## src/rtl/bfe_pkg.sv

```systemverilog
`default_nettype none
// ----------------------------------------------------------------------------
// bfe_pkg
// Shared types and constants of the Bloom filter engine: hash constants,
// register indexes, controller states and the command and status bundles.
// ----------------------------------------------------------------------------
package bfe_pkg;

    // FNV-1a offset as kept by the original code, and its 64-bit prime.
    // The prime is 2^40 + 435, which the datapath uses as shifts and adds.
    localparam logic [63:0] FNV_OFFSET = 64'd1469598103934665603;
    localparam logic [63:0] FNV_PRIME  = 64'd1099511628211;
    localparam logic [7:0]  MUL_FACTOR = 8'd131;

    // Register indexes on the configuration port.
    localparam logic REG_FILTER_BITS = 1'b0;
    localparam logic REG_PROBE_COUNT = 1'b1;

    // Reset values of the registers.
    localparam logic [16:0] FILTER_BITS_RESET = 17'd65536;
    localparam logic [5:0]  PROBE_COUNT_RESET = 6'd7;

    // Limits of the effective settings.
    localparam int unsigned MIN_BITS   = 64;
    localparam logic [5:0]  MAX_PROBES = 6'd32;

    // Key kinds.
    localparam logic KIND_INSERT = 1'b0;
    localparam logic KIND_QUERY  = 1'b1;

    // Index of the top dividend bit in the remainder sweep (65 bits).
    localparam logic [6:0] BIT_TOP = 7'd64;

    typedef enum logic [2:0] {
        ST_CLEAR,
        ST_IDLE,
        ST_MOD,
        ST_PROBE,
        ST_CHECK,
        ST_FINISH
    } state_t;

    typedef struct packed {
        logic clear_wr;      // write a zero at the clearing address
        logic mod_step;      // one step of the remainder sweep
        logic probe_access;  // access the store at the current position
        logic probe_advance; // move to the next probe position
        logic miss;          // a queried bit was found clear
        logic emit;          // load the result into the output register
    } cmd_t;

    typedef struct packed {
        logic clear_done;
        logic mod_done;
        logic probe_last;
        logic kind_query;
        logic rd_bit;
        logic out_free;
    } sts_t;

endpackage : bfe_pkg
`default_nettype wire

```

## src/rtl/bfe_ctrl.sv

```systemverilog
`default_nettype none
// ----------------------------------------------------------------------------
// bfe_ctrl
// Sequencer of the engine: clearing pass, key intake, remainder sweep,
// probe loop and result hand-over.
// ----------------------------------------------------------------------------
module bfe_ctrl (
    input  wire logic          clk,
    input  wire logic          rst_n,
    input  wire logic          in_valid,
    input  wire logic          in_last,
    input  wire bfe_pkg::sts_t sts,
    output bfe_pkg::cmd_t      cmd,
    output logic               in_stall
);
    import bfe_pkg::*;

    state_t state_reg;
    state_t state_next;

    always_ff @(posedge clk or negedge rst_n)
    begin
        if (!rst_n)
        begin
            state_reg <= ST_CLEAR;
        end
        else
        begin
            state_reg <= state_next;
        end
    end

    always_comb
    begin
        state_next = state_reg;
        unique case (state_reg)
            ST_CLEAR:
            begin
                if (sts.clear_done)
                begin
                    state_next = ST_IDLE;
                end
            end
            ST_IDLE:
            begin
                if (in_valid && in_last)
                begin
                    state_next = ST_MOD;
                end
            end
            ST_MOD:
            begin
                if (sts.mod_done)
                begin
                    state_next = ST_PROBE;
                end
            end
            ST_PROBE:
            begin
                if (sts.kind_query)
                begin
                    state_next = ST_CHECK;
                end
                else if (sts.probe_last)
                begin
                    state_next = ST_FINISH;
                end
            end
            ST_CHECK:
            begin
                if (!sts.rd_bit || sts.probe_last)
                begin
                    state_next = ST_FINISH;
                end
                else
                begin
                    state_next = ST_PROBE;
                end
            end
            ST_FINISH:
            begin
                if (sts.out_free)
                begin
                    state_next = ST_IDLE;
                end
            end
            default:
            begin
                state_next = ST_IDLE;
            end
        endcase
    end

    always_comb
    begin
        cmd      = '0;
        in_stall = 1'b1;
        unique case (state_reg)
            ST_CLEAR:
            begin
                cmd.clear_wr = 1'b1;
            end
            ST_IDLE:
            begin
                in_stall = 1'b0;
            end
            ST_MOD:
            begin
                cmd.mod_step = 1'b1;
            end
            ST_PROBE:
            begin
                cmd.probe_access  = 1'b1;
                cmd.probe_advance = !sts.kind_query && !sts.probe_last;
            end
            ST_CHECK:
            begin
                cmd.miss          = !sts.rd_bit;
                cmd.probe_advance = sts.rd_bit && !sts.probe_last;
            end
            ST_FINISH:
            begin
                cmd.emit = sts.out_free;
            end
            default:
            begin
                in_stall = 1'b1;
            end
        endcase
    end

endmodule : bfe_ctrl
`default_nettype wire

```

## config.mk

```make
export PLATFORM = sky130hd
export DESIGN_NAME = bfe_ctrl
export DESIGN_NICKNAME = d
export VERILOG_FILES = /design/src/rtl/bfe_pkg.sv /design/src/rtl/bfe_ctrl.sv
export SDC_FILE = /design/constraint.sdc
export NUM_CORES = 1
export LEC_CHECK = 0
export ABC_CLOCK_PERIOD_IN_PS = 1800
export BUFFER_PORTS_ARGS = -buffer_cell sky130_fd_sc_hd__buf_2
export CORE_AREA = 2 2 39 41
export DETAILED_ROUTE_END_ITERATION = 7
export DIE_AREA = 0 0 41 43
export PLACE_DENSITY = 0.42
export REMOVE_ABC_BUFFERS = 1
export SYNTH_ARGS = -nofsm -noshare
export SYNTH_HDL_FRONTEND = slang
export SYNTH_SLANG_ARGS = --single-unit
```

## constraint.sdc

```tcl
create_clock -name clk -period 1.8 [get_ports clk]
set_clock_uncertainty 0.05 [all_clocks]
set_input_delay 0.27 -clock clk [delete_from_list [all_inputs] [get_ports clk]]
set_output_delay 0.27 -clock clk [all_outputs]
set_load 0.01 [all_outputs]
```

# Word level (Yosys, flattened, before mapping)
# Cells that the tools add are included.
# totals
out_inout_bits,7
wordCells,35
in_bits,10
ff_bits,3
# classes
eq_ne,10
muxes,15
reduce_logical,9
# ops
cell,n
$mux W3,7
$pmux W3 S6,1
$ne A2 B2 Y1 const B,4
$eq A3 B2 Y1 const B,2
$eq A3 B3 Y1 const B,2
$mux W1,6
$reduce_and A5 Y1,1
$eq A3 B1 Y1 const B,1
$logic_and A1 B1 Y1,3
$logic_not A1 Y1,3
$logic_not A3 Y1,1
$ne A3 B3 Y1 const B,1
$pmux W1 S2,1
$logic_or A1 B1 Y1,1

# Longest topological paths before layout
# Gate-level depths: netlist of the first run.
# logic_depth
word_depth,4
depth_mapped,5
depth_no_buf,4

# Least setup slack after synthesis of the first run
# No wires, ideal clock.
# synth_path
kind,reg-to-output
start,register state_reg[2]
end,output cmd[2] (netlist name)
t_arrival_ns,1.160
required_time_ns,1.480
path_buffers,0
path_stages_with_launch,5
setup_slack_ns,0.320
path_cell_list,dfrtp_1 nor2b_1 and2_1 a22oi_1 nor2_1
# synth_lines
item,line_no,text
from (decl),bfe_ctrl.sv:18,state_t state_reg;
from (signal assigned),bfe_ctrl.sv:29,state_reg <= state_next;
to (decl),bfe_ctrl.sv:13,"output bfe_pkg::cmd_t cmd,"

==> results of run 1 <==
[layout make-up]
type / instances / area (µm²)
inverters: 3 / 11.3
repair buffers: 19 / 105
flip-flops and latches: 3 / 76.3
multi-input cells: 27 / 204
fillers: 153 / 941
clock buffers: 4 / 26.3
well taps: 16 / 20.0
[worst max-delay path, delay by kind of cell, from the launching register on]
family | cells | cell delay [ps]
AO/OA/AOI/OAI | 1 | 180
buffers and inverters | 1 | 130
flip-flops | 1 | 420
AND/OR/NAND/NOR | 3 | 400
[metal layers]
layer  routed length [µm]  GRT usage  vias up
met2                  379      0.153       11
met5                    0          0        -
met1                  373      0.157      146
met3                   30     0.0314        2
li1                     -          -      176
met4                   14      0.100        0
[cells in the final DEF, fill, tap and decap left out]
cell type                        n
sky130_fd_sc_hd__buf_2          16
sky130_fd_sc_hd__nand2_1         4
sky130_fd_sc_hd__inv_1           3
sky130_fd_sc_hd__nor3_1          3
sky130_fd_sc_hd__clkbuf_4        3
sky130_fd_sc_hd__nor2_1          2
sky130_fd_sc_hd__nor4_1          2
sky130_fd_sc_hd__o211ai_1        2
sky130_fd_sc_hd__buf_4           2
sky130_fd_sc_hd__dfrtp_1         2
sky130_fd_sc_hd__nor2b_4         1
sky130_fd_sc_hd__and2_1          1
sky130_fd_sc_hd__nor3_4          1
sky130_fd_sc_hd__a22oi_1         1
sky130_fd_sc_hd__and4_1          1
sky130_fd_sc_hd__nor3b_1         1
sky130_fd_sc_hd__and4bb_4        1
sky130_fd_sc_hd__a311oi_2        1
sky130_fd_sc_hd__nand2b_1        1
sky130_fd_sc_hd__a21oi_1         1
sky130_fd_sc_hd__o21bai_1        1
sky130_fd_sc_hd__o21ai_0         1
sky130_fd_sc_hd__o311ai_1        1
sky130_fd_sc_hd__mux2_4          1
sky130_fd_sc_hd__clkbuf_1        1
sky130_fd_sc_hd__dlygate4sd3_1   1
sky130_fd_sc_hd__dfrtp_2         1
[through the flow]
stage                     instances  worst slack, ps  instance area [µm²]  hold slack (ps)
final                            72              114                  443              308
after global routing             72             7.59                  443              325
after detailed placement         67              235                  387             18.8
after floorplan                  33              198                  272            -75.6
after CTS                        72             39.6                  425              298
after global placement           67              255                  387             18.4
[cells by family after synthesis]
kind of cell           after synthesis
muxes                                1
buffers and inverters                5
and+or+nand+nor                     18
DFF                                  3
AOI/OAI and AO/OA                    8
[report_power, final]
part	switching, µW	internal (µW)	total, µW
logic	230	215	445
clock network	33.8	83.0	117
registers	47.3	101	149
[timing repair]
item / in CTS / in global routing
endpoints found under the hold margin: 3 / 0
setup endpoints to repair: 1 / 1
hold buffers: 1 / 0
resized for setup: 1 / 4
gates cloned: 0 / 0
[worst max path at each step]
stage,from,to,slack (ps),cells past startpoint
floorplan,state_reg[0]$_DFFE_PN0P_,cmd[2],200,4
global placement,state_reg[0]$_DFFE_PN0P_,state_reg[0]$_DFFE_PN0P_,260,5
detailed placement,state_reg[2]$_DFFE_PN0P_,cmd[2],230,5
CTS,state_reg[2]$_DFFE_PN0P_,cmd[2],40,5
global route,state_reg[0]$_DFFE_PN0P_,cmd[2],8,5
finish,state_reg[0]$_DFFE_PN0P_,cmd[2],110,5
==> impl_results.rst, run 1 <==
.. list-table::
   :header-rows: 1

   * - Metric
     - Value
   * - #FFs+latches synth
     - 3
   * - Input/output buffers
     - 16
   * - Share of the synthesized area in the top cell type
     - 0.259
   * - Length in cells of the worst reg-to-reg path
     - 5
   * - Clock transition time at the flip-flop clock pins of the worst setup and hold paths
     - 40 ps
   * - Final Routed Wirelength
     - 797 µm
   * - Worst reg2reg endpoint
     - state_reg[0]$_DFFE_PN0P_
   * - Count of synthesis-stage warnings from yosys
     - 0
   * - Effective utilization at floorplan
     - 0.210
   * - Pwr/cell area
     - 1600 mW/mm²
   * - Number of synthesized flops with an enable pin
     - 0
   * - Total clock buffers created by CTS
     - 3
   * - Vias in the first global route
     - 322
   * - CTS Root Buffer Type
     - sky130_fd_sc_hd__clkbuf_4
   * - Synth cell types
     - 22
   * - Reg-to-reg slack, setup
     - 260 ps
   * - Total global routing overflow
     - 0
   * - XOR/XNOR Fraction of Synth Area
     - 0
   * - Full die area
     - 0.00176 mm²
   * - Die extent in y
     - 43 µm
   * - RSZ-0062 raised after global routing
     - false
   * - Type of the worst min-delay path
     - input port to async pin
   * - Largest family of logic cells by synthesized area
     - simple AND/OR/NAND/NOR gates
   * - Critical Path Fanout Max
     - 6
   * - First-pass GRT wire length
     - 1370 µm
   * - Kind of start point of the critical path
     - flip-flop
   * - Average detailed-routed wire length per instance
     - 11.1 µm
   * - FP Rows
     - 14
   * - Maximum root-to-sink buffer count
     - 2
   * - Count of final max-slew check failures
     - 0
   * - Worst relative slew slack
     - 0.794
   * - Antenna violations before repair
     - 0
   * - Number of antenna-violating nets in the routed design
     - 0
   * - Fin util
     - 0.320
   * - Via count normalized by instance count
     - 4.65
   * - Share of cells above drive strength 1
     - 0.482
   * - Sequential element share of the synthesized area
     - 0.259
   * - Worst slew pin tran
     - 306 ps
   * - DRT Pass-1 Iters
     - 1
   * - Setup TNS
     - 0 ps
   * - Io pins
     - 17
   * - Area of the core
     - 0.00138 mm²
   * - Slowest stage delay, CP
     - 420 ps
   * - Maximum number of pins on one net before global-route repair
     - 10
   * - Mean post-synth cell area
     - 8.29 µm²
   * - Fin. Hold Viols
     - 0
   * - H-tree levels
     - 1
   * - TritonCTS clock tree
     - done
   * - Result of the run
     - completed
   * - Fraction of the mapped netlist area in simple logic gates
     - 0.366
   * - Compound-cell area share of the yosys netlist
     - 0.220
   * - Top area cells in the synthesized netlist
     - sky130_fd_sc_hd__dfrtp_1 (26%), sky130_fd_sc_hd__nor3_1 (6.9%), sky130_fd_sc_hd__and4bb_4 (5.6%)
   * - Worst-skew pair later-pin latency
     - 230 ps
   * - Clock tree sinks
     - 3
   * - Cell accounting for the most synthesized area
     - sky130_fd_sc_hd__dfrtp_1
   * - Leakage power
     - 0.000214 µW
   * - Area growth from synthesis to layout
     - 52.6%
   * - Detail Placement HPWL
     - 623 µm
   * - Final weighted congestion in routability-driven placement
     - 0.655
   * - Fraction of registers with async set/reset
     - 1.00
   * - Top cells by instance count after synthesis
     - sky130_fd_sc_hd__nand2_1 (4), sky130_fd_sc_hd__nor3_1 (4), sky130_fd_sc_hd__dfrtp_1 (3), sky130_fd_sc_hd__inv_1 (3)
   * - Max Cap Viol
     - 0
   * - Adder-cell share of the synthesized area
     - 0
   * - Dominant synthesized flop cell
     - sky130_fd_sc_hd__dfrtp_1
   * - Type of the setup path with the least slack
     - flip-flop to output pin
   * - CP required
     - 1480 ps
   * - Final-report setup violation count
     - 0
   * - Post-CTS setup repair buffer count
     - 0
   * - Iter 0 DRT Violations
     - 0
   * - Cell Area, Synth
     - 290 µm²
   * - Portion of netlist area occupied by mux cells
     - 0.0517
   * - Count of nets after finishing
     - 67
   * - Cell chain of the critical path
     - nor2b_4 > and2_1 > a22oi_1 > nor2_1 > buf_2
   * - Syn Inst Count
     - 35
   * - Min cycle time layout
     - 1690 ps
   * - Crit path max-delay cell type
     - sky130_fd_sc_hd__dfrtp_1
   * - GRT Resource Usage Total
     - 0.119
   * - Number of flip-flops in the largest register
     - 3
   * - Overall power
     - 710 µW
   * - Final critical-path share of the clock period
     - 0.937
   * - CP arrival
     - 1370 ps
   * - Peak supply drop
     - 442 µV
   * - Die span in x
     - 41 µm
   * - Via count
     - 335
   * - Endpoint class of the critical path
     - output pin
   * - DRC violation count after routing
     - 0
   * - F_max
     - 0.593 GHz
   * - N_diodes
     - 0
   * - R2R Path Start
     - state_reg[0]$_DFFE_PN0P_
(Power assumes the default switching activity.)
==> run 2, diff against run 1 <==
- ABC_CLOCK_PERIOD_IN_PS: 1800 -> 1820
- clock period: 1.8 -> 1.82 ns (I/O delays scaled with it)
==> run 2 against run 1 <==
Against the previous run: flip-flop and latch count unchanged; via count decreased by 0.60%; global-route usage unchanged; power decreased by 2.9%; clock power about the same; design area decreased by 1.4%; combinational power decreased by 4%; worst setup slack improved by 19 ps.
==> impl_results.rst, run 2 (synthesis results as in run 1) <==
.. list-table::
   :header-rows: 1

   * - Metric
     - Value
   * - Result of the run
     - completed (unchanged)
   * - Most common cell after layout, fill and taps aside
     - sky130_fd_sc_hd__buf_2 (unchanged)
   * - Placed cells
     - 67 (unchanged)
   * - Net switching share of the total power
     - 0.430 (was 0.437)
   * - Crit path setup slack, layout
     - 132 ps (was 114 ps)
   * - Antenna violations before repair
     - 0 (unchanged)
   * - Maximum root-to-sink buffer count
     - 2 (unchanged)
   * - Final weighted congestion in routability-driven placement
     - 0.655 (unchanged)
   * - Input/output buffers
     - 16 (unchanged)
   * - Count of nets after finishing
     - 67 (unchanged)
   * - Iter 0 DRT Violations
     - 1 (was 0)
   * - R2R Path Start
     - state_reg[0]$_DFFE_PN0P_ (unchanged)
   * - Filler cells
     - 153 (unchanged)
   * - Peak supply drop
     - 425 µV (was 442 µV)
   * - Die span in x
     - 41 µm (unchanged)
   * - Vias in the first global route
     - 322 (unchanged)
   * - Final std cells w/o fill
     - 72 (unchanged)
   * - Area growth from synthesis to layout
     - 50.4% (was 52.6%)
   * - RSZ-0062 raised after global routing
     - false (unchanged)
   * - Share of cells above drive strength 1
     - 0.482 (unchanged)
   * - Cell chain of the critical path
     - nor2b_4 > and2_1 > a22oi_1 > nor2_1 > buf_2 (unchanged)
   * - Worst setup startpoint
     - state_reg[0]$_DFFE_PN0P_ (unchanged)
   * - Full die area
     - 0.00176 mm² (unchanged)
   * - Max Cap Viol
     - 0 (unchanged)
   * - Area of the core
     - 0.00138 mm² (unchanged)
   * - Crit path max-delay cell type
     - sky130_fd_sc_hd__dfrtp_1 (unchanged)
   * - Type of the worst min-delay path
     - input port to async pin (unchanged)
   * - Pwr/cell area
     - 1580 mW/mm² (was 1600 mW/mm²)
   * - Worst-skew pair later-pin latency
     - 230 ps (about the same)
   * - N_diodes
     - 0 (unchanged)
   * - DRT Pass-1 Iters
     - 2 (was 1)
   * - Final Routed Wirelength
     - 803 µm (was 797 µm)
   * - TritonCTS clock tree
     - done (unchanged)
   * - Clock Power Share
     - 0.168 (was 0.165)
   * - Die extent in y
     - 43 µm (unchanged)
   * - First-pass GRT wire length
     - 1370 µm (unchanged)
   * - FP Rows
     - 14 (unchanged)
   * - Final critical-path share of the clock period
     - 0.927
   * - CP required
     - 1500 ps (was 1480 ps)
   * - Worst Path Buf+Inv
     - 1 (unchanged)
   * - F_max
     - 0.592 GHz
   * - Effective utilization at floorplan
     - 0.210 (unchanged)
   * - Setup TNS
     - 0 ps (unchanged)
   * - GRT Resource Usage Total
     - 0.119 (unchanged)
   * - Switching power of the nets
     - 296 µW (was 311 µW)
   * - Via count normalized by instance count
     - 4.63 (was 4.65)
   * - Worst relative slew slack
     - 0.798 (was 0.794)
   * - Most used cells in the layout excluding fill and tap cells
     - sky130_fd_sc_hd__buf_2 (16), sky130_fd_sc_hd__nand2_1 (4), sky130_fd_sc_hd__inv_1 (3), sky130_fd_sc_hd__nor3_1 (3), sky130_fd_sc_hd__clkbuf_4 (3) (unchanged)
   * - Worst slew pin tran
     - 300 ps (was 306 ps)
   * - Endpoint class of the critical path
     - output pin (unchanged)
   * - Number of antenna-violating nets in the routed design
     - 0 (unchanged)
   * - DRC violation count after routing
     - 0 (unchanged)
   * - Io pins
     - 17 (unchanged)
   * - Kind of start point of the critical path
     - flip-flop (unchanged)
   * - Comb pwr share
     - 0.618 (was 0.626)
   * - Maximum number of pins on one net before global-route repair
     - 10 (unchanged)
   * - Clock tree sinks
     - 3 (unchanged)
   * - Largest delay share family, worst path
     - flip-flops (unchanged)
   * - Total clock buffers created by CTS
     - 3 (unchanged)
   * - CP arrival
     - 1360 ps (was 1370 ps)
   * - Via count
     - 333 (was 335)
   * - Clock transition time at the flip-flop clock pins of the worst setup and hold paths
     - 40 ps (about the same)
   * - Average detailed-routed wire length per instance
     - 11.2 µm (was 11.1 µm)
   * - Critical Path Fanout Max
     - 6 (unchanged)
   * - Leakage power
     - 0.000211 µW (was 0.000214 µW)
   * - Final-report setup violation count
     - 0 (unchanged)
   * - Fin util
     - 0.316 (was 0.320)
   * - CTS Root Buffer Type
     - sky130_fd_sc_hd__clkbuf_4 (unchanged)
   * - Fin. Hold Viols
     - 0 (unchanged)
   * - Worst slack, placed
     - 252 ps (was 235 ps)
   * - Type of the setup path with the least slack
     - flip-flop to output pin (unchanged)
   * - Post-CTS setup repair buffer count
     - 0 (unchanged)
   * - Number of flip-flops in the largest register
     - 3 (unchanged)
   * - Total global routing overflow
     - 0 (unchanged)
   * - Slowest stage delay, CP
     - 420 ps (about the same)
   * - Min cycle time layout
     - 1690 ps
   * - Internal cell power
     - 393 µW (was 400 µW)
   * - Detail Placement HPWL
     - 623 µm (unchanged)
   * - Count of final max-slew check failures
     - 0 (unchanged)
   * - Sequential group share of total power
     - 0.214 (was 0.209)
   * - H-tree levels
     - 1 (unchanged)
run 2: worst register-to-register path, cell delays in order, from the launching register on:
cell,delay (ps)
sky130_fd_sc_hd__dfrtp_1,420
sky130_fd_sc_hd__buf_4,190
sky130_fd_sc_hd__nor3b_1,210
sky130_fd_sc_hd__o211ai_1,120
sky130_fd_sc_hd__nand2_1,120
sky130_fd_sc_hd__mux2_4,300
run 2: metrics by stage:
stage / total power [µW] / cell area, µm² / hold slack, ps
after floorplan: 405 / 272 / -72.6
after global placement: 560 / 387 / 21.4
after detailed placement: 556 / 387 / 21.8
after CTS: 686 / 425 / 301
after global routing: 760 / 437 / 328
final: 690 / 437 / 311
run 2: worst paths after layout:
| path | end | slack [ps] | cells past startpoint |
|---|---|---|---|
| max in group asynchronous | state_reg[2]$_DFFE_PN0P_ | 1290 | 2 |
| worst min-delay path | state_reg[0]$_DFFE_PN0P_ | 310 | 2 |
| worst max-delay path | cmd[2] | 130 | 5 |
| min in group clk | state_reg[1]$_DFFE_PN0P_ | 380 | 4 |
| worst max register to register | state_reg[0]$_DFFE_PN0P_ | 300 | 5 |
| worst min register to register | state_reg[1]$_DFFE_PN0P_ | 680 | 3 |
run 2: power by group through the flow:
stage	Sequential (µW)	Clock [µW]	Combinational (µW)
after floorplan	155	0	250
after global placement	146	0	414
after detailed placement	145	0	411
after CTS	145	123	418
after global routing	156	132	473
final	147	116	427
run 2: timing repair:
item	4_1_cts	5_1_grt
pin swaps	0	0
hold endpoints to repair	3	0
endpoints found under the setup margin	1	1
hold buffers	1	0
resized for setup	1	3
run 2: layout make-up:
| cell class | instances | area, µm² | area share |
|---|---|---|---|
| Multi-Input combinational cell | 27 | 198 | 0.453 |
| Sequential cell | 3 | 76.3 | 0.175 |
| Timing Repair Buffer | 19 | 105 | 0.241 |
| Tap cell | 16 | 20.0 | 0.0458 |
| Clock buffer | 4 | 26.3 | 0.0602 |
| Inverter | 3 | 11.3 | 0.0258 |
run 2: per-layer routing:
| metal | track usage | part of all wire | routed length [µm] |
|---|---|---|---|
| met4 | 0.100 | 0.017 | 14 |
| met1 | 0.157 | 0.46 | 370 |
| met3 | 0.0314 | 0.037 | 30 |
| met2 | 0.153 | 0.48 | 388 |
| met5 | 0 | 0 | 0 |
==> run 3, diff against run 2 <==
- BUFFER_PORTS_ARGS: -buffer_cell sky130_fd_sc_hd__buf_2 -> -buffer_cell sky130_fd_sc_hd__buf_4
==> run 3 against run 2 <==
Against the previous run: flip-flop and latch count unchanged; global-route usage shrank 0.91 points; routed wire length down 1.9%; worst setup slack got worse by 21 ps; combinational power barely moved.
==> impl_results.rst, run 3 (synthesis results as in run 1) <==
.. list-table::
   :header-rows: 1

   * - Metric
     - Value
   * - Type of the worst min-delay path
     - input port to async pin (unchanged)
   * - Average detailed-routed wire length per instance
     - 11.1 µm (was 11.2 µm)
   * - First-pass GRT wire length
     - 1280 µm (was 1370 µm)
   * - Worst slack, placed
     - 234 ps (was 252 ps)
   * - Pwr/cell area
     - 1520 mW/mm² (was 1580 mW/mm²)
   * - Maximum root-to-sink buffer count
     - 2 (unchanged)
   * - Count of final max-slew check failures
     - 0 (unchanged)
   * - Worst Path Buf+Inv
     - 1 (unchanged)
   * - Effective utilization at floorplan
     - 0.210 (unchanged)
   * - Result of the run
     - completed (unchanged)
   * - Area after detailed placement
     - 419 µm² (was 387 µm²)
   * - Setup TNS
     - 0 ps (unchanged)
   * - Via count
     - 330 (was 333)
   * - Slowest stage delay, CP
     - 440 ps (was 420 ps)
   * - Final critical-path share of the clock period
     - 0.939 (was 0.927)
   * - Footprint of the multi-input gates
     - 198 µm² (unchanged)
   * - Antenna violations before repair
     - 0 (unchanged)
   * - Type of the setup path with the least slack
     - flip-flop to output pin (unchanged)
   * - RSZ-0062 raised after global routing
     - false (unchanged)
   * - CP required
     - 1500 ps (about the same)
   * - Crit path max-delay cell type
     - sky130_fd_sc_hd__dfrtp_2 (was sky130_fd_sc_hd__dfrtp_1)
   * - Endpoint class of the critical path
     - output pin (unchanged)
   * - Layout Cell Area excl Fill
     - 470 µm² (was 437 µm²)
   * - Area of the core
     - 0.00138 mm² (unchanged)
   * - CTS Root Buffer Type
     - sky130_fd_sc_hd__clkbuf_4 (unchanged)
   * - Io pins
     - 17 (unchanged)
   * - Clock tree sinks
     - 3 (unchanged)
   * - Post-CTS setup repair buffer count
     - 0 (unchanged)
   * - H-tree levels
     - 1 (unchanged)
   * - Kind of start point of the critical path
     - flip-flop (unchanged)
   * - FP Rows
     - 14 (unchanged)
   * - Fin. Hold Viols
     - 0 (unchanged)
   * - Vias in the first global route
     - 313 (was 322)
   * - GRT Resource Usage Total
     - 0.110 (was 0.119)
   * - DRC violation count after routing
     - 0 (unchanged)
   * - Iter 0 DRT Violations
     - 3 (was 1)
   * - Final Routed Wirelength
     - 788 µm (was 803 µm)
   * - Min cycle time layout
     - 1710 ps (was 1690 ps)
   * - Most common cell after layout, fill and taps aside
     - sky130_fd_sc_hd__buf_4 (was sky130_fd_sc_hd__buf_2)
   * - Die extent in y
     - 43 µm (unchanged)
   * - DRT Pass-1 Iters
     - 3 (was 2)
   * - Final-report setup violation count
     - 0 (unchanged)
   * - Die span in x
     - 41 µm (unchanged)
   * - Count of nets after finishing
     - 66 (was 67)
   * - Worst slew pin tran
     - 308 ps (was 300 ps)
   * - Via count normalized by instance count
     - 4.65 (was 4.63)
   * - Clock transition time at the flip-flop clock pins of the worst setup and hold paths
     - 40 ps (about the same)
   * - Crit path setup slack, layout
     - 111 ps (was 132 ps)
   * - Largest delay share family, worst path
     - flip-flops (unchanged)
   * - Worst relative slew slack
     - 0.795 (was 0.798)
   * - Most used cells in the layout excluding fill and tap cells
     - sky130_fd_sc_hd__buf_4 (17), sky130_fd_sc_hd__nand2_1 (4), sky130_fd_sc_hd__inv_1 (3), sky130_fd_sc_hd__nor3_1 (3), sky130_fd_sc_hd__clkbuf_4 (3) (was sky130_fd_sc_hd__buf_2 (16), sky130_fd_sc_hd__nand2_1 (4), sky130_fd_sc_hd__inv_1 (3), sky130_fd_sc_hd__nor3_1 (3), sky130_fd_sc_hd__clkbuf_4 (3))
   * - Total clock buffers created by CTS
     - 3 (unchanged)
   * - Filler cells
     - 156 (was 153)
   * - Input/output buffers
     - 16 (unchanged)
   * - Area growth from synthesis to layout
     - 62.1% (was 50.4%)
   * - N_diodes
     - 0 (unchanged)
   * - Overall power
     - 716 µW (was 690 µW)
   * - TritonCTS clock tree
     - done (unchanged)
   * - Critical Path Fanout Max
     - 7 (was 6)
   * - Peak supply drop
     - 372 µV (was 425 µV)
   * - Final weighted congestion in routability-driven placement
     - 0.713 (was 0.655)
   * - Leakage power
     - 0.000215 µW (was 0.000211 µW)
   * - Total global routing overflow
     - 0 (unchanged)
   * - Number of flip-flops in the largest register
     - 3 (unchanged)
   * - Worst-skew pair later-pin latency
     - 230 ps (about the same)
   * - Full die area
     - 0.00176 mm² (unchanged)
   * - Detail Placement HPWL
     - 605 µm (was 623 µm)
   * - Share of cells above drive strength 1
     - 0.491 (was 0.482)
   * - Area taken by flip-flops and latches
     - 77.6 µm² (was 76.3 µm²)
   * - Fin util
     - 0.340 (was 0.316)
   * - Maximum number of pins on one net before global-route repair
     - 11 (was 10)
   * - CP arrival
     - 1390 ps (was 1360 ps)
   * - Number of antenna-violating nets in the routed design
     - 0 (unchanged)
   * - Max Cap Viol
     - 0 (unchanged)
   * - F_max
     - 0.585 GHz (was 0.592 GHz)
   * - Cell chain of the critical path
     - nor2b_4 > and2_1 > a22oi_1 > nor2_1 > buf_4 (was nor2b_4 > and2_1 > a22oi_1 > nor2_1 > buf_2)
-- run 3: changes by cell type in the layout (fill, tap and decap cells not counted) --
cell	before	now
sky130_fd_sc_hd__dfrtp_1	2	1
sky130_fd_sc_hd__dfrtp_2	1	2
sky130_fd_sc_hd__buf_2	16	0
sky130_fd_sc_hd__buf_4	2	17
-- run 3: worst reg2reg max path, cell delays in order, from the launching register on --
cell,delay [ps]
sky130_fd_sc_hd__dfrtp_1,510
sky130_fd_sc_hd__and4bb_4,250
sky130_fd_sc_hd__a311oi_2,220
sky130_fd_sc_hd__nand2_1,140
sky130_fd_sc_hd__mux2_4,310
-- run 3: worst paths after layout --
| path | end | cells after the start | start | slack, ps |
|---|---|---|---|---|
| worst max-delay path | cmd[2] | 5 | state_reg[0]$_DFFE_PN0P_ | 110 |
| worst min-delay path | state_reg[0]$_DFFE_PN0P_ | 2 | rst_n | 310 |
| worst max register to register | state_reg[0]$_DFFE_PN0P_ | 4 | state_reg[1]$_DFFE_PN0P_ | 220 |
| worst min register to register | state_reg[1]$_DFFE_PN0P_ | 3 | state_reg[0]$_DFFE_PN0P_ | 650 |
| max in group asynchronous | state_reg[2]$_DFFE_PN0P_ | 2 | rst_n | 1300 |
| min in group clk | state_reg[1]$_DFFE_PN0P_ | 4 | sts[4] | 390 |
-- run 3: final cells by class --
class / instances / share of cell area
sequential: 3 / 0.165
clock buffer: 4 / 0.0559
tap: 16 / 0.0426
inverter: 3 / 0.0239
multi-input combinational: 27 / 0.420
timing repair buffer: 18 / 0.293
-- run 3: timing repair --
action                     4_1_cts  5_1_grt
hold buffers                     1        0
hold endpoints to repair         3        0
setup endpoints to repair        1        1
resized for setup                1        4
-- run 3: routing by layer --
metal,track usage,share of wire
met2,0.141,0.43
met3,0.00524,0.052
met4,0.120,0.037
met5,0,0
met1,0.146,0.48
-- run 3: through the flow --
step	hold WS, ps	std cells
after CTS	308	71
after global routing	330	71
after detailed placement	17.7	66
after global placement	13.9	66
after floorplan	-72.6	33
final	312	71
-- run 3: power by group --
part	internal [µW]	switching, µW	leakage [µW]
logic	229	199	0.000166
registers	102	67.7	0.0000341
clock network	82.3	36.3	0.0000150
total	414	303	0.000215
